[src/rtl/tdp_pkg.sv]
// Shared types, constants and helpers for the two-dimensional parity locator.
`default_nettype none
package tdp_pkg;

  // Largest supported matrix side.
  localparam int MAX_SIZE = 128;
  // Width of a side length (holds 1 to MAX_SIZE).
  localparam int SIZE_W = $clog2(MAX_SIZE + 1);
  // Width of a zero-based row, column or cell index.
  localparam int IDX_W = (MAX_SIZE > 1) ? $clog2(MAX_SIZE) : 1;
  // Width of the side-length input and of the position outputs.
  localparam int CFG_W = 8;
  // Side length loaded at reset.
  localparam logic [CFG_W-1:0] RESET_SIZE = 8'd4;

  // Verdict codes.
  localparam logic [1:0] VERDICT_OK = 2'd0;
  localparam logic [1:0] VERDICT_FIX = 2'd1;
  localparam logic [1:0] VERDICT_BAD = 2'd2;

  // Controller states: taking bits, or sweeping the column parities.
  typedef enum logic {
    ST_RUN,
    ST_SCAN
  } state_t;

  // Control that the sequencer hands to the row of column cells.
  typedef struct packed {
    logic clear;   // zero every cell at once
    logic shift;   // move every cell one place down the row
    logic flush;   // feed zero into the head cell instead of the update
    logic bit_in;  // matrix bit folded into the column at the tap
  } chain_ctrl_t;

  // Effective side length: zero reads as one, large values clamp to MAX_SIZE.
  function automatic logic [SIZE_W-1:0] side_len(input logic [CFG_W-1:0] m);
    logic [SIZE_W-1:0] n;
    if (m == '0) begin
      n = SIZE_W'(1);
    end else if (int'(m) > MAX_SIZE) begin
      n = SIZE_W'(MAX_SIZE);
    end else begin
      n = SIZE_W'(m);
    end
    return n;
  endfunction

endpackage
`default_nettype wire

[src/rtl/tdp_cell.sv]
// One column parity cell of the rotating parity row.
`default_nettype none
module tdp_cell (
  input  wire logic                clk,
  input  wire logic                rst,
  input  wire tdp_pkg::chain_ctrl_t ctrl,
  input  wire logic                d_in,
  output logic                     q
);
  import tdp_pkg::*;

  // Hold, take the neighbor's bit, or clear.
  always_ff @(posedge clk) begin
    if (rst || ctrl.clear) begin
      q <= 1'b0;
    end else if (ctrl.shift) begin
      q <= d_in;
    end
  end

endmodule
`default_nettype wire

[src/rtl/tdp_chain.sv]
// Row of column parity cells that rotates over the active side length.
`default_nettype none
module tdp_chain (
  input  wire logic                     clk,
  input  wire logic                     rst,
  input  wire tdp_pkg::chain_ctrl_t     ctrl,
  input  wire logic [tdp_pkg::IDX_W-1:0] last_idx,
  output logic                          tap
);
  import tdp_pkg::*;

  logic [MAX_SIZE-1:0] cells;
  logic                head_in;

  // The cell at the last active place holds the parity of the current column.
  assign tap = cells[last_idx];

  // The head takes the updated parity, or zero while the row is swept out.
  assign head_in = ctrl.flush ? 1'b0 : (tap ^ ctrl.bit_in);

  tdp_cell u_cell_head (
    .clk  (clk),
    .rst  (rst),
    .ctrl (ctrl),
    .d_in (head_in),
    .q    (cells[0])
  );

  // Each further cell takes the value of the one before it.
  for (genvar i = 1; i < MAX_SIZE; i++) begin : g_cell
    tdp_cell u_cell (
      .clk  (clk),
      .rst  (rst),
      .ctrl (ctrl),
      .d_in (cells[i-1]),
      .q    (cells[i])
    );
  end

endmodule
`default_nettype wire

[src/rtl/two_d_parity_error_locator.sv]
// Top level of the two-dimensional parity checker and single-bit locator.
//
// Usage: the bits of a square matrix arrive in row-major order, one item
// per cycle, on bit_value; an item is taken when start is high and busy is
// low. The side length is written on the cfg channel (cfg_valid/cfg_ready,
// cfg_data); a write also clears all accumulated parities, so a new matrix
// starts with the next item. Busy is also high while cfg_valid is high, so
// a write and an item never land in the same cycle. Zero reads as one,
// values above 128 as 128. Bits of a matrix are taken at one per cycle
// while busy is low. After the last bit of an N by N matrix the block
// sweeps its N column parity cells out of the rotating cell row, one cell
// per cycle, with busy high during the sweep. The verdict appears in the
// cycle after the sweep, marked by result_valid for exactly one cycle; the
// receiver cannot stall it, and the next matrix may begin in that same cycle.
// Reset sets the side to 4 and clears all parity state.
`default_nettype none
module two_d_parity_error_locator (
  input  wire logic                       clk,
  input  wire logic                       rst,
  input  wire logic                       start,
  output logic                            busy,
  input  wire logic                       bit_value,
  input  wire logic                       cfg_valid,
  output logic                            cfg_ready,
  input  wire logic [tdp_pkg::CFG_W-1:0]  cfg_data,
  output logic                            result_valid,
  output logic [1:0]                      verdict,
  output logic [tdp_pkg::CFG_W-1:0]       bad_row,
  output logic [tdp_pkg::CFG_W-1:0]       bad_column
);
  import tdp_pkg::*;

  state_t            state, state_next;
  logic [IDX_W-1:0]  last_idx, last_idx_next;
  logic              row_parity, row_parity_next;
  logic [IDX_W-1:0]  col_pos, col_pos_next;
  logic [IDX_W-1:0]  row_pos, row_pos_next;
  logic [1:0]        odd_rows, odd_rows_next;
  logic [IDX_W-1:0]  first_row, first_row_next;
  logic [IDX_W-1:0]  scan_pos, scan_pos_next;
  logic [1:0]        odd_cols, odd_cols_next;
  logic [IDX_W-1:0]  first_col, first_col_next;
  logic              res_valid_next;
  logic [1:0]        verdict_next;
  logic [CFG_W-1:0]  bad_row_next, bad_column_next;

  logic              accept;
  logic              cfg_write;
  logic              tap;
  logic              parity_upd;
  logic [SIZE_W-1:0] new_side;
  chain_ctrl_t       chain_ctrl;

  // A pending side write holds items off so the two never share a cycle.
  assign busy      = (state == ST_SCAN) || cfg_valid;
  assign cfg_ready = (state == ST_RUN);
  assign accept    = start && !busy;
  assign cfg_write = cfg_valid && cfg_ready;
  assign new_side  = side_len(cfg_data);
  assign parity_upd = row_parity ^ bit_value;

  // Rotating row of column parity cells.
  tdp_chain u_chain (
    .clk      (clk),
    .rst      (rst),
    .ctrl     (chain_ctrl),
    .last_idx (last_idx),
    .tap      (tap)
  );

  // Next state and counters.
  always_comb begin
    state_next      = state;
    last_idx_next   = last_idx;
    row_parity_next = row_parity;
    col_pos_next    = col_pos;
    row_pos_next    = row_pos;
    odd_rows_next   = odd_rows;
    first_row_next  = first_row;
    scan_pos_next   = scan_pos;
    odd_cols_next   = odd_cols;
    first_col_next  = first_col;
    res_valid_next  = 1'b0;
    verdict_next    = VERDICT_OK;
    bad_row_next    = '0;
    bad_column_next = '0;
    unique case (state)
      ST_RUN: begin
        if (cfg_write) begin
          last_idx_next   = IDX_W'(new_side - SIZE_W'(1));
          row_parity_next = 1'b0;
          col_pos_next    = '0;
          row_pos_next    = '0;
          odd_rows_next   = '0;
          first_row_next  = '0;
        end else if (accept) begin
          if (col_pos == last_idx) begin
            // End of a row: record an odd row, saturating the count at two.
            if (parity_upd) begin
              if (odd_rows == 2'd0) begin
                first_row_next = row_pos;
              end
              if (odd_rows != 2'd2) begin
                odd_rows_next = odd_rows + 2'd1;
              end
            end
            row_parity_next = 1'b0;
            col_pos_next    = '0;
            if (row_pos == last_idx) begin
              row_pos_next  = '0;
              scan_pos_next = '0;
              odd_cols_next = '0;
              first_col_next = '0;
              state_next    = ST_SCAN;
            end else begin
              row_pos_next = row_pos + IDX_W'(1);
            end
          end else begin
            row_parity_next = parity_upd;
            col_pos_next    = col_pos + IDX_W'(1);
          end
        end
      end
      ST_SCAN: begin
        // One column parity leaves the row each cycle, first column first.
        if (tap) begin
          if (odd_cols == 2'd0) begin
            first_col_next = scan_pos;
          end
          if (odd_cols != 2'd2) begin
            odd_cols_next = odd_cols + 2'd1;
          end
        end
        if (scan_pos == last_idx) begin
          res_valid_next = 1'b1;
          if (odd_rows == 2'd0 && odd_cols_next == 2'd0) begin
            verdict_next = VERDICT_OK;
          end else if (odd_rows == 2'd1 && odd_cols_next == 2'd1) begin
            verdict_next    = VERDICT_FIX;
            bad_row_next    = CFG_W'({1'b0, first_row} + (IDX_W + 1)'(1));
            bad_column_next = CFG_W'({1'b0, first_col_next} + (IDX_W + 1)'(1));
          end else begin
            verdict_next = VERDICT_BAD;
          end
          odd_rows_next  = '0;
          first_row_next = '0;
          state_next     = ST_RUN;
        end else begin
          scan_pos_next = scan_pos + IDX_W'(1);
        end
      end
      default: begin
        state_next = ST_RUN;
      end
    endcase
  end

  // Control of the cell row.
  always_comb begin
    chain_ctrl = '0;
    unique case (state)
      ST_RUN: begin
        chain_ctrl.clear  = cfg_write;
        chain_ctrl.shift  = accept && !cfg_write;
        chain_ctrl.bit_in = bit_value;
      end
      ST_SCAN: begin
        chain_ctrl.shift = 1'b1;
        chain_ctrl.flush = 1'b1;
      end
      default: begin
        chain_ctrl = '0;
      end
    endcase
  end

  // Control registers.
  always_ff @(posedge clk) begin
    if (rst) begin
      state        <= ST_RUN;
      last_idx     <= IDX_W'(side_len(RESET_SIZE) - SIZE_W'(1));
      row_parity   <= 1'b0;
      col_pos      <= '0;
      row_pos      <= '0;
      odd_rows     <= '0;
      first_row    <= '0;
      scan_pos     <= '0;
      odd_cols     <= '0;
      first_col    <= '0;
      result_valid <= 1'b0;
    end else begin
      state        <= state_next;
      last_idx     <= last_idx_next;
      row_parity   <= row_parity_next;
      col_pos      <= col_pos_next;
      row_pos      <= row_pos_next;
      odd_rows     <= odd_rows_next;
      first_row    <= first_row_next;
      scan_pos     <= scan_pos_next;
      odd_cols     <= odd_cols_next;
      first_col    <= first_col_next;
      result_valid <= res_valid_next;
    end
  end

  // Result payload registers.
  always_ff @(posedge clk) begin
    verdict    <= verdict_next;
    bad_row    <= bad_row_next;
    bad_column <= bad_column_next;
  end

endmodule
`default_nettype wire

[config.mk]
export PLATFORM = sky130hd
export DESIGN_NAME = two_d_parity_error_locator
export DESIGN_NICKNAME = d
export VERILOG_FILES = /design/src/rtl/tdp_pkg.sv /design/src/rtl/tdp_cell.sv /design/src/rtl/tdp_chain.sv /design/src/rtl/two_d_parity_error_locator.sv
export SDC_FILE = /design/constraint.sdc
export NUM_CORES = 1
export LEC_CHECK = 0
export BUFFER_PORTS_ARGS = -buffer_cell sky130_fd_sc_hd__buf_2
export CAP_MARGIN = 20
export CORE_MARGIN = 2
export CORE_UTILIZATION = 55
export DETAILED_ROUTE_END_ITERATION = 8
export GPL_TIMING_DRIVEN = 0
export PLACE_DENSITY_LB_ADDON = 0.08
export SYNTH_ARGS = -nofsm -noshare
export SYNTH_HDL_FRONTEND = slang
export SYNTH_SLANG_ARGS = --single-unit
[constraint.sdc]
create_clock -name clk -period 3.7 [get_ports clk]
set_clock_uncertainty 0.05 [all_clocks]
set_input_delay 0.37 -clock clk [delete_from_list [all_inputs] [get_ports clk]]
set_output_delay 0.37 -clock clk [all_outputs]
set_load 0.05 [all_outputs]
# Yosys cells after proc, flatten, opt, wreduce, memory -nomap -nowiden
# Cells that the tools add are included.
[word_totals]
register_bits = 195
in_bits = 13
out_inout_bits = 21
elab_cells = 259
[op_classes]
n_addsub = 8
order_cmp = 2
n_eq_ne = 18
mux = 59
bitwise = 5
n_reduce_logical = 25
[op_table]
columns = ["cell", "n"]
rows = [
  ["two-way mux 7 bit", 23],
  ["one-hot mux 7 bit (2 select lines)", 3],
  ["two-way mux 2 bit", 14],
  ["adder 7 x 1 -> 7 bit (second input constant)", 3],
  ["== test 7 bit", 3],
  ["adder 7 x 1 -> 8 bit (second input constant)", 2],
  ["inequality test 3 x 1 -> 1 bit (second input constant)", 5],
  ["AND reduction 5 bit", 3],
  ["two-way mux 1 bit", 14],
  ["> comparator 8 bit (second input constant)", 1],
  ["logical NOT 8 bit", 1],
  ["< comparator 7 x 8 -> 1 bit (second input constant)", 1],
  ["inequality test 2 x 1 -> 1 bit (second input constant)", 4],
  ["inequality test 2 bit (second input constant)", 4],
  ["one-hot mux 2 bit (2 select lines)", 2],
  ["binary-select mux 1 bit (select 7 bit)", 1],
  ["subtractor 7 x 1 -> 7 bit (second input constant)", 1],
  ["logical NOT 2 bit", 3],
  ["logical AND 1 bit", 5],
  ["adder 2 x 1 -> 2 bit (second input constant)", 2],
  ["== test 2 x 1 -> 1 bit (second input constant)", 2],
  ["one-hot mux 1 bit (2 select lines)", 2],
  ["AND reduction 2 bit", 2],
  ["AND reduction 4 bit", 1],
  ["other kinds (9)", 15],
]

# Longest topological paths before layout
# Gate-level depths: netlist of run 1.
[logic_depth]
depth_word = 8
mapped_depth = 16
mapped_depth_nobuf = 13

# By module
# A second synthesis of run 1 with hierarchy kept.
[unflattened]
cells_unflattened = 879
hier_area_um2 = 9746.8
[modules_own_cells]
columns = ["module", "n_inst", "cells_per_inst", "area_per_inst_um2", "seq_area_each_um2"]
rows = [
  ["tdp_cell", 128, 3, 40.0, 20.0],
  ["two_d_parity_error_locator", 1, 390, 3410.8, 1341.3],
  ["tdp_chain", 1, 105, 1211.2, 0.0],
]

# Worst setup path before layout of run 1
# OpenSTA, ideal clock, no wires.
[synth_timing]
path_kind = "reg-to-reg"
from = "register last_idx[0]"
to = "register bad_column[6] in the netlist's numbering"
setup_ps = 88
t_arrival_ps = 3050
t_required_ps = 3562
slack_ps = 512
stages_incl_launch_ff = 17
n_path_buf = 4
cell_sequence = "dfxtp_1 -> buf_6 -> buf_8 -> buf_6 -> buf_6 -> mux4_2 -> nand2_1 -> nand4_1 -> nand4_1 -> nand4_4 -> nand2_1 -> mux2_2 -> ha_1 -> nand4_1 -> xnor2_1 -> nor2_1 -> a211oi_1"
[synth_via]
elab_chain_cells = 8
elab_cells_between_ends = 15
[synth_rtl]
columns = ["element", "line", "source"]
rows = [
  ["start, declared", "two_d_parity_error_locator.sv:34", "logic [IDX_W-1:0] last_idx, last_idx_next;"],
  ["start signal, assigned", "two_d_parity_error_locator.sv:181", "last_idx <= IDX_W'(side_len(RESET_SIZE) - SIZE_W'(1));"],
  ["start signal, assigned", "two_d_parity_error_locator.sv:193", "last_idx <= last_idx_next;"],
  ["branches (longest 8 deep; another with adder 7 x 1 -> 8 bit)", "-", ""],
  ["end signal, assigned", "two_d_parity_error_locator.sv:210", "bad_column <= bad_column_next;"],
  ["end, declared", "two_d_parity_error_locator.sv:29", "output logic [tdp_pkg::CFG_W-1:0] bad_column"],
]
# Parallel ways; which one is timed is not known. The select of a mux whose other input is x is not followed.
# A chain may end at the register's enable or synchronous reset.

# Final worst setup path of run 1
# Ends and elaborated chain as after synthesis.

==> results.txt, run 1 <==
Die Width: 131 µm
Comb pwr share: 8.1%
Std cell rows: 46
Post-DP HPWL: 14.6 mm
Vias post-DR: 7371
RR Endpoint: bad_column[6]$_SDFF_PP0_
Synth cell count leaders: 288 x nand2_1, 195 x dfxtp_1, 148 x a21oi_1
Final GP Congestion: 0.858
Worst slew pin tran: 1.11 ns
H-tree levels: 4
CTS root buffer: clkbuf_16
Critical Path RT: 4.00 ns
Chip Height: 131 µm
Initial Utilization: 56.1%
Ratio of final minimum period to clock period: 94.5%
Multi-input gate area: 4600 µm²
PortBufs: 31
Reg2Reg Depth: 16
Final setup viols: 0
Clk pwr share: 42.9%
Max_slew headroom: 26.0%
Syn_area_per_cell: 8.42 µm²
Hold WS: 0.210 ns
Post-synth top flop: dfxtp_1
Sw Ratio: 25.0%
IO Pins: 34
DRT Wirelength: 21.3 mm
CTS tree: yes
Synthesized cell area: 8870 µm²
Number of remaining DRC errors: 0
R2R setup slack: 0.20 ns
Initial antenna violation count: 0
Sw Pwr: 1080 µW
Register area: 3900 µm²
Lkg Pwr: 0.00336 µW
Layout cells sized above 1: 11.5%
Crit-path max FO: 10
Max-cap violations: 0
Number of global-route vias before repair: 7006
CP Capture Type: register
Tmin final: 3.50 ns
Worst Path Arrival: 3.80 ns
Unrepaired setup endpoints after global routing: no
Num CTS Buffers: 17
GRT Util Overall: 26.0%
Remaining antenna violation count: 0
Sequential share of power: 49.0%
Slew Viols, Final: 0
Hold depth: 3
Fill count: 1410
Maximum vdd drop: 0.350 mV
Vias per inst: 5.53
CTS Sinks: 195
Clock tree buffer depth: 2
CTS clk-pin slew, worst paths: 0.07 ns
Number of flops mapped to enable cells by yosys: 0
Final hold viol count: 0
Hold Crit Class: input pin to register
Wire per inst: 16.0 µm
P_int: 3240 µW
Total power: 4320 µW
Seq cells post-synth: 195
Worst Path Class, Setup: register to register
ANT cells: 0
Most frequent cell after synthesis: nand2_1
Largest net degree at the start of global routing: 18
Yosys warnings: 0
Async SR Flop Fraction: 0%
Area of the die: 17200 µm²
Worst Hold End: row_parity$_SDFFE_PP0P_
Startpoint Class: register
Nets: 1129
Max Fclk: 0.286 GHz
Core Footprint: 15800 µm²
Reg2reg start: last_idx[0]$_SDFFE_PP1P_
Top cells by area, synth: dfxtp_1 44%, nand2_1 12%, a21oi_1 8.3%, mux4_2 6.3%, mux2i_1 3.7%
Mapped Cells: 1054
First-pass detailed-route iteration total: 5
Global-route wire length before repair: 34.7 mm
Pwr/cell area: 436 nW/µm²
Grt total ovfl: 0
Yosys top cell area share: 44.0%
Status: complete, no violations
Area leader, netlist: dfxtp_1
Syn nets: 1078
Hold Crit Start: bit_value
Synth-to-layout area growth: 11.8%
First DRT Iteration DRCs: 474
CTS Hold Bufs: 0
Clk_lat worst skew: 0.43 ns
Cell variety after synth: 57
Seq/Total Area, Yosys: 44.0%
power by group through the flow:
| stage | sequential, µW | clock [µW] | combinational [µW] |
|---|---|---|---|
| 2_1_floorplan | 2160 | 0 | 243 |
| 3_3_place_gp | 2160 | 0 | 337 |
| 3_5_place_dp | 2160 | 0 | 337 |
| 4_1_cts | 2120 | 1880 | 343 |
| 5_1_grt | 2120 | 1960 | 378 |
| 6_report | 2120 | 1860 | 348 |
stage by stage:
| step | util, % | area (µm²) | worst slack, ns | instances | TNS, ns |
|---|---|---|---|---|---|
| 6_report | 62.6 | 9920 | 0.203 | 1334 | 0 |
| 3_5_place_dp | 58.7 | 9300 | -0.180 | 1301 | -0.422 |
| 4_1_cts | 62.6 | 9900 | 0.0640 | 1334 | 0 |
| 5_1_grt | 62.6 | 9920 | 0.0156 | 1334 | 0 |
| 2_1_floorplan | - | 8870 | 0.512 | 1054 | 0 |
| 3_3_place_gp | 58.7 | 9300 | -0.192 | 1301 | -0.467 |
timing repair:
action | CTS | global route
hold endpoints to repair | 0 | 0
gates resized for setup | 2 | 4
endpoints found under the setup margin | 3 | 20
buffers inserted | 1 | 0
pin swaps | 1 | 0
flip-flops by register name, summed over array words and instances, names as in the netlist, 2 cells and up:
register,cells
u_chain.g_cell.u_cell.q,127
bad_column,8
bad_row,8
col_pos,7
first_col,7
first_row,7
last_idx,7
row_pos,7
scan_pos,7
odd_cols,2
odd_rows,2
verdict,2
cell type report:
cell class | count | area share (%)
plain buffers | 71 | 3.37
clock buffers | 18 | 4.43
clock inverters | 14 | 1.54
inverters | 14 | 0.530
multi-input cells | 774 | 46.4
flip-flops and latches | 195 | 39.4
well taps | 216 | 2.73
repair buffers | 32 | 1.64
kinds of logic (layout without fill, tap and decap cells):
| logic type | after synthesis | count (layout) | share of synthesized area, % |
|---|---|---|---|
| buffers and inverters | 85 | 149 | 4.24 |
| flip-flops | 195 | 195 | 44.0 |
| multiplexers | 61 | 61 | 10.4 |
| AO/OA/AOI/OAI | 192 | 192 | 12.0 |
| XOR/XNOR | 52 | 52 | 5.13 |
| adder cells (fa/ha/maj) | 11 | 11 | 1.55 |
| AND/OR/NAND/NOR | 458 | 458 | 22.6 |
critical path: stages, from the launching register on:
cell	delay, ns
dfxtp_1	0.34
buf_6	0.18
buf_8	0.19
buf_8	0.18
buf_6	0.20
mux4_2	0.52
nand2_1	0.09
nand4_1	0.10
nand4_1	0.18
nand4_4	0.15
nand2_1	0.15
mux2_2	0.37
ha_2	0.23
nand4_1	0.12
xnor2_1	0.12
nor2_1	0.06
a211oi_1	0.19
worst max-delay path by stage:
stage,start,to,cells past startpoint
detailed placement,last_idx[2]$_SDFFE_PP0P_,bad_column[6]$_SDFF_PP0_,15
floorplan,last_idx[0]$_SDFFE_PP1P_,bad_column[6]$_SDFF_PP0_,16
global placement,last_idx[2]$_SDFFE_PP0P_,bad_column[6]$_SDFF_PP0_,15
CTS,last_idx[3]$_SDFFE_PP0P_,first_row[3]$_SDFFE_PP0P_,10
finish,last_idx[0]$_SDFFE_PP1P_,bad_column[6]$_SDFF_PP0_,16
global route,last_idx[0]$_SDFFE_PP1P_,bad_column[6]$_SDFF_PP0_,16
routing by layer:
layer,vias to the layer above,part of all wire [%],track usage (%)
met2,171,48,43.2
li1,3679,-,-
met5,-,0,0
met3,37,4.4,3.91
met1,3484,45,33.7
met4,0,2.6,11.5
cells in the final DEF, fill, tap and decap left out, types with 3 or more instances in the layout:
cell | Yosys | layout
a211oi_1 | 8 | 8
a21oi_1 | 148 | 148
a22oi_1 | 7 | 7
a31oi_1 | 3 | 3
and3_1 | 5 | 5
buf_1 | 7 | 6
buf_2 | 4 | 33
buf_4 | 3 | 6
buf_6 | 4 | 3
clkbuf_1 | 52 | 52
clkbuf_16 | 0 | 17
clkinv_4 | 0 | 3
clkinvlp_4 | 0 | 4
dfxtp_1 | 195 | 195
ha_1 | 11 | 10
inv_1 | 12 | 12
inv_6 | 0 | 3
mux2_2 | 3 | 3
mux2i_1 | 33 | 33
mux4_2 | 25 | 25
nand2_1 | 288 | 288
nand2b_1 | 6 | 6
nand3_1 | 26 | 26
nand4_1 | 9 | 9
nand4b_1 | 3 | 3
nor2_1 | 55 | 55
nor2_2 | 9 | 9
nor2b_1 | 15 | 15
nor3_1 | 14 | 14
nor4_1 | 5 | 4
o21ai_0 | 10 | 10
or2_2 | 5 | 5
or3_1 | 5 | 5
xnor2_1 | 19 | 19
xor2_1 | 33 | 33
Power figures use the tool's default switching activity.
==> run 2: changes to the inputs <==
==> constraint.sdc (replaced) <==
create_clock -name clk -period 3.7 [get_ports clk]
set_clock_uncertainty 0.05 [all_clocks]
set_input_delay 0 -clock clk [delete_from_list [all_inputs] [get_ports clk]]
set_output_delay 0 -clock clk [all_outputs]
set_load 0.05 [all_outputs]
==> results.txt, run 2 (synthesis gave the netlist of run 1 again) <==
Worst Path Class, Setup: register to register
Die Width: 131 µm (unchanged)
Final hold viol count: 0 (unchanged)
Commonest non-fill, non-tap cell in the layout: nand2_1
Core Footprint: 15800 µm² (unchanged)
CP Launch Point: last_idx[0]$_SDFFE_PP1P_
Remaining antenna violation count: 0 (unchanged)
H-tree levels: 4 (unchanged)
Worst setup path endpoint: bad_column[6]$_SDFF_PP0_
Top Registers: u_chain.g_cell.u_cell.q x127, bad_column x8, bad_row x8
Startpoint Class: register
Worst slew pin tran: 1.13 ns (+0.0254 ns)
Layout cells sized above 1: 11.5% (-0.072 points)
ANT cells: 0 (unchanged)
Number of global-route vias before repair: 7024 (+0.26%)
Setup WS post-layout: 0.212 ns (+0.00970 ns)
Slew Viols, Final: 0 (unchanged)
GRT Util Overall: 26.0% (about the same)
Num CTS Buffers: 17 (unchanged)
Status: complete, no violations
Clock tree buffer depth: 2 (unchanged)
Area of the die: 17200 µm² (unchanged)
Max Fclk: 0.287 GHz (+0.28%)
Std cell rows: 46 (unchanged)
Lkg Pwr: 0.00339 µW (+0.92%)
CTS Sinks: 195 (unchanged)
Reg2reg start: last_idx[0]$_SDFFE_PP1P_
Largest net degree at the start of global routing: 18 (unchanged)
Vias post-DR: 7418 (+0.64%)
Synth-to-layout area growth: 12.6%
Worst Path Arrival: 3.79 ns (about the same)
Clk_lat worst skew: 0.44 ns (about the same)
Initial Utilization: 56.1% (unchanged)
PortBufs: 31 (unchanged)
CP Capture Type: register
Total power: 4330 µW (+0.19%)
Maximum vdd drop: 0.354 mV (+1.0%)
Reg2Reg Depth: 16 (unchanged)
Max reg flops: 127 (unchanged)
Max_slew headroom: 24.1% (-1.9 points)
Final GP Congestion: 0.858 (unchanged)
Tmin final: 3.49 ns (-0.00969 ns)
Ratio of final minimum period to clock period: 94.3% (-0.26 points)
First-pass detailed-route iteration total: 5 (unchanged)
Crit-path max FO: 10 (unchanged)
CTS tree: yes
Multi-input gate area: 4600 µm² (unchanged)
Critical Path RT: 4.01 ns (about the same)
Nets: 1136 (+0.62%)
Register area: 3900 µm² (unchanged)
Commonest cells after routing, fill and taps aside: 288 x nand2_1, 195 x dfxtp_1, 148 x a21oi_1
Pwr/cell area: 433 nW/µm² (-0.52%)
Hold Crit Class: input pin to register
Unrepaired setup endpoints after global routing: no
Final setup viols: 0 (unchanged)
CTS clk-pin slew, worst paths: 0.07 ns (about the same)
Initial antenna violation count: 0 (unchanged)
First DRT Iteration DRCs: 532 (+12%)
IO Pins: 34 (unchanged)
DRT Wirelength: 21.4 mm (+0.24%)
Fill count: 1401 (-0.64%)
RR Endpoint: bad_column[6]$_SDFF_PP0_
Number of remaining DRC errors: 0 (unchanged)
Vias per inst: 5.53 (+0.11%)
Global-route wire length before repair: 34.7 mm (+0.12%)
Wire per inst: 15.9 µm (-0.28%)
R2R setup slack: 0.21 ns (about the same)
Chip Height: 131 µm (unchanged)
Max-cap violations: 0 (unchanged)
Register bank with the most flops: u_chain.g_cell.u_cell.q
Grt total ovfl: 0 (unchanged)
Post-DP HPWL: 14.6 mm (unchanged)
Pre-CTS setup slack: -0.180 ns (unchanged)
CTS root buffer: clkbuf_16
run 2: worst min-delay path by stage:
stage | to | startpoint | cells after the start | slack, ns
after floorplan | row_parity$_SDFFE_PP0P_ | bit_value | 2 | 0.11
final | last_idx[2]$_SDFFE_PP0P_ | cfg_data[2] | 4 | 0.02
after global routing | last_idx[1]$_SDFFE_PP1P_ | rst | 2 | 0.03
after detailed placement | row_parity$_SDFFE_PP0P_ | bit_value | 3 | 0.29
after global placement | row_parity$_SDFFE_PP0P_ | bit_value | 3 | 0.28
after CTS | last_idx[2]$_SDFFE_PP0P_ | cfg_data[2] | 4 | 0.008
run 2: power by group:
| part | switching, µW | internal, µW |
|---|---|---|
| sequential | 9.96 | 2110 |
| clock | 837 | 1020 |
| combinational | 238 | 117 |
run 2: layer usage:
layer	global-route usage (%)	share of wire, %	routed length (µm)
met2	43.4	47	10100
met3	3.91	4.7	1010
met1	33.7	45	9670
met5	0	0	0
met4	11.5	2.8	602
run 2: timing repair:
item	4_1_cts	5_1_grt
cloned	0	0
endpoints found under the setup margin	3	20
hold buffers	7	0
gates resized for setup	2	4
hold endpoints to repair	7	0
buffers inserted	1	0
pin swaps	1	0
run 2: layout make-up:
class	instances	share of cell area, %
clock inverters	14	1.53
clock buffers	18	4.40
inverters	14	0.526
flip-flops and latches	195	39.1
repair buffers	39	2.33
multi-input cells	774	46.1
plain buffers	71	3.35
well taps	216	2.71
run 2: stage by stage:
step	TNS, ns	util [%]	area (µm²)	cells	hold slack (ns)
final	0	63.1	9990	1341	0.0234
after CTS	0	63.0	9970	1341	0.00751
after detailed placement	-0.422	58.7	9300	1301	0.288
after floorplan	0	-	8870	1054	0.114
after global placement	-0.467	58.7	9300	1301	0.282
after global routing	0	63.1	9990	1341	0.0332
run 2: critical path, cell delays in order, from the launching register on:
cell and delay [ns]:
dfxtp_1 0.33, buf_6 0.18, buf_8 0.19, buf_8 0.19, buf_6 0.19, mux4_2 0.52, nand2_1 0.09, nand4_1 0.09
nand4_1 0.18, nand4_4 0.15, nand2_1 0.15, mux2_2 0.37, ha_2 0.22, nand4_1 0.12, xnor2_1 0.12, nor2_1 0.06
a211oi_1 0.19
==> run 3: changes to the inputs <==
--- a/config.mk
+++ b/config.mk
@@ -11,6 +11,7 @@
 export CORE_UTILIZATION = 55
 export DETAILED_ROUTE_END_ITERATION = 8
 export GPL_TIMING_DRIVEN = 0
+export HOLD_SLACK_MARGIN = 0.15
 export PLACE_DENSITY_LB_ADDON = 0.08
 export SYNTH_ARGS = -nofsm -noshare
 export SYNTH_HDL_FRONTEND = slang
==> results.txt, run 3 (synthesis gave the netlist of run 1 again) <==
Worst slew pin tran: 1.11 ns (-0.0200 ns)
Std cell rows: 46 (unchanged)
Area of the die: 17200 µm² (unchanged)
CTS root buffer: clkbuf_16
Number of remaining DRC errors: 0 (unchanged)
Final GP Congestion: 0.858 (unchanged)
Hold Crit Class: input pin to register
CTS clk-pin slew, worst paths: 0.07 ns (about the same)
Final Core Density: 64.2% (+1.1 points)
Post-DP HPWL: 14.6 mm (unchanged)
Global-route wire length before repair: 35.0 mm (+0.73%)
Vias per inst: 5.52 (-0.28%)
Initial Utilization: 56.1% (unchanged)
Max Fclk: 0.287 GHz (about the same)
R2R setup slack: 0.21 ns (about the same)
CTS tree: yes
CP Capture Type: register
GRT Util Overall: 26.2% (+0.19 points)
Register bank with the most flops: u_chain.g_cell.u_cell.q
Synth-to-layout area growth: 14.5%
Pwr/cell area: 428 nW/µm² (-1.4%)
Hold WS: 0.179 ns (+0.156 ns)
Slew Viols, Final: 0 (unchanged)
Worst Path Arrival: 3.79 ns (about the same)
Die Width: 131 µm (unchanged)
ANT cells: 0 (unchanged)
PortBufs: 31 (unchanged)
Core Footprint: 15800 µm² (unchanged)
DRT Wirelength: 21.7 mm (+1.4%)
Crit-path max FO: 10 (unchanged)
Critical Path RT: 4.01 ns (about the same)
Worst Path Class, Setup: register to register
Tmin final: 3.49 ns (+0.000569 ns)
Commonest cells after routing, fill and taps aside: 288 x nand2_1, 195 x dfxtp_1, 148 x a21oi_1
Clock tree buffer depth: 2 (unchanged)
Max_slew headroom: 25.4% (+1.3 points)
Final setup viols: 0 (unchanged)
Layout cells sized above 1: 11.3% (-0.17 points)
Startpoint Class: register
Num CTS Buffers: 17 (unchanged)
Nets: 1153 (+1.5%)
Commonest non-fill, non-tap cell in the layout: nand2_1
Clk_lat worst skew: 0.44 ns (about the same)
Reg2Reg Depth: 16 (unchanged)
IO Pins: 34 (unchanged)
CTS Sinks: 195 (unchanged)
Ratio of final minimum period to clock period: 94.3% (about the same)
Maximum vdd drop: 0.353 mV (-0.11%)
Chip Height: 131 µm (unchanged)
Hold depth: 5 (+1)
DP Cell Count: 1301 (unchanged)
Number of global-route vias before repair: 7102 (+1.1%)
Filler-free cell count of the finished design: 1358 (+1.3%)
Multi-input gate area: 4600 µm² (unchanged)
Max reg flops: 127 (unchanged)
Final hold viol count: 0 (unchanged)
TNS Setup: 0 ns (unchanged)
Register area: 3900 µm² (unchanged)
Unrepaired setup endpoints after global routing: no
Fill count: 1383 (-1.3%)
Grt total ovfl: 0 (unchanged)
Lkg Pwr: 0.00347 µW (+2.2%)
Status: complete, no violations
H-tree levels: 4 (unchanged)
Top Registers: u_chain.g_cell.u_cell.q x127, bad_column x8, bad_row x8
Remaining antenna violation count: 0 (unchanged)
Max-cap violations: 0 (unchanged)
Initial antenna violation count: 0 (unchanged)
Vias post-DR: 7491 (+0.98%)
First DRT Iteration DRCs: 515 (-3.2%)
First-pass detailed-route iteration total: 4 (-1)
Largest net degree at the start of global routing: 18 (unchanged)
Wire per inst: 16.0 µm (+0.11%)
==> run 3: changes by cell type in the layout (fill, tap and decap cells not counted), sizes merged <==
| cell | previous run | this run |
|---|---|---|
| dlygate4sd3 | 7 | 24 |
==> run 3: through the flow <==
| stage | power (µW) | setup slack, ns | area (µm²) |
|---|---|---|---|
| after CTS | 4360 | 0.0640 | 10100 |
| after detailed placement | 2500 | -0.180 | 9300 |
| after floorplan | 2400 | 0.512 | 8870 |
| after global placement | 2500 | -0.192 | 9300 |
| after global routing | 4480 | 0.0185 | 10200 |
| final | 4340 | 0.212 | 10200 |
==> run 3: path summary, 6_finish.rpt <==
check                                              end                                      start
max                           bad_column[6]$_SDFF_PP0_                   last_idx[0]$_SDFFE_PP1P_
min                           last_idx[1]$_SDFFE_PP1P_                                cfg_data[1]
max reg2reg                   bad_column[6]$_SDFF_PP0_                   last_idx[0]$_SDFFE_PP1P_
min reg2reg  u_chain.g_cell[127].u_cell.q$_SDFFE_PP0P_  u_chain.g_cell[127].u_cell.q$_SDFFE_PP0P_
==> run 3: final cells by class <==
| class | instances | share of cell area (%) |
|---|---|---|
| clock inverters | 14 | 1.50 |
| repair buffers | 56 | 3.97 |
| well taps | 216 | 2.66 |
| plain buffers | 71 | 3.29 |
| multi-input cells | 774 | 45.3 |
| flip-flops and latches | 195 | 38.4 |
| inverters | 14 | 0.517 |
| clock buffers | 18 | 4.32 |
==> run 3: metal layers <==
metal	wire length, µm	share of wire, %	vias up	GRT usage, %
li1	-	-	3734	-
met1	9610	44	3504	33.6
met2	10300	47	200	43.9
met3	1120	5.2	53	4.11
met4	658	3.0	0	11.8
met5	0	0	-	0
==> run 3: critical path: stages, from the launching register on <==
cell and delay (ns):
dfxtp_1 0.33, buf_6 0.17, buf_8 0.19, buf_8 0.19
buf_6 0.20, mux4_2 0.52, nand2_1 0.09, nand4_1 0.10
nand4_1 0.18, nand4_4 0.15, nand2_1 0.14, mux2_2 0.37
ha_2 0.23, nand4_1 0.12, xnor2_1 0.12, nor2_1 0.06
a211oi_1 0.19
==> run 3: timing repair <==
action,in CTS,in global routing
endpoints found under the setup margin,3,21
setup buffers,1,0
hold buffers,24,0
endpoints found under the hold margin,19,0
pin swaps,1,0
gates resized for setup,2,4
==> run 3: power breakdown <==
part	switching (µW)	total, µW	internal, µW
combinational	242	372	130
sequential	9.87	2120	2110
clock	833	1850	1020
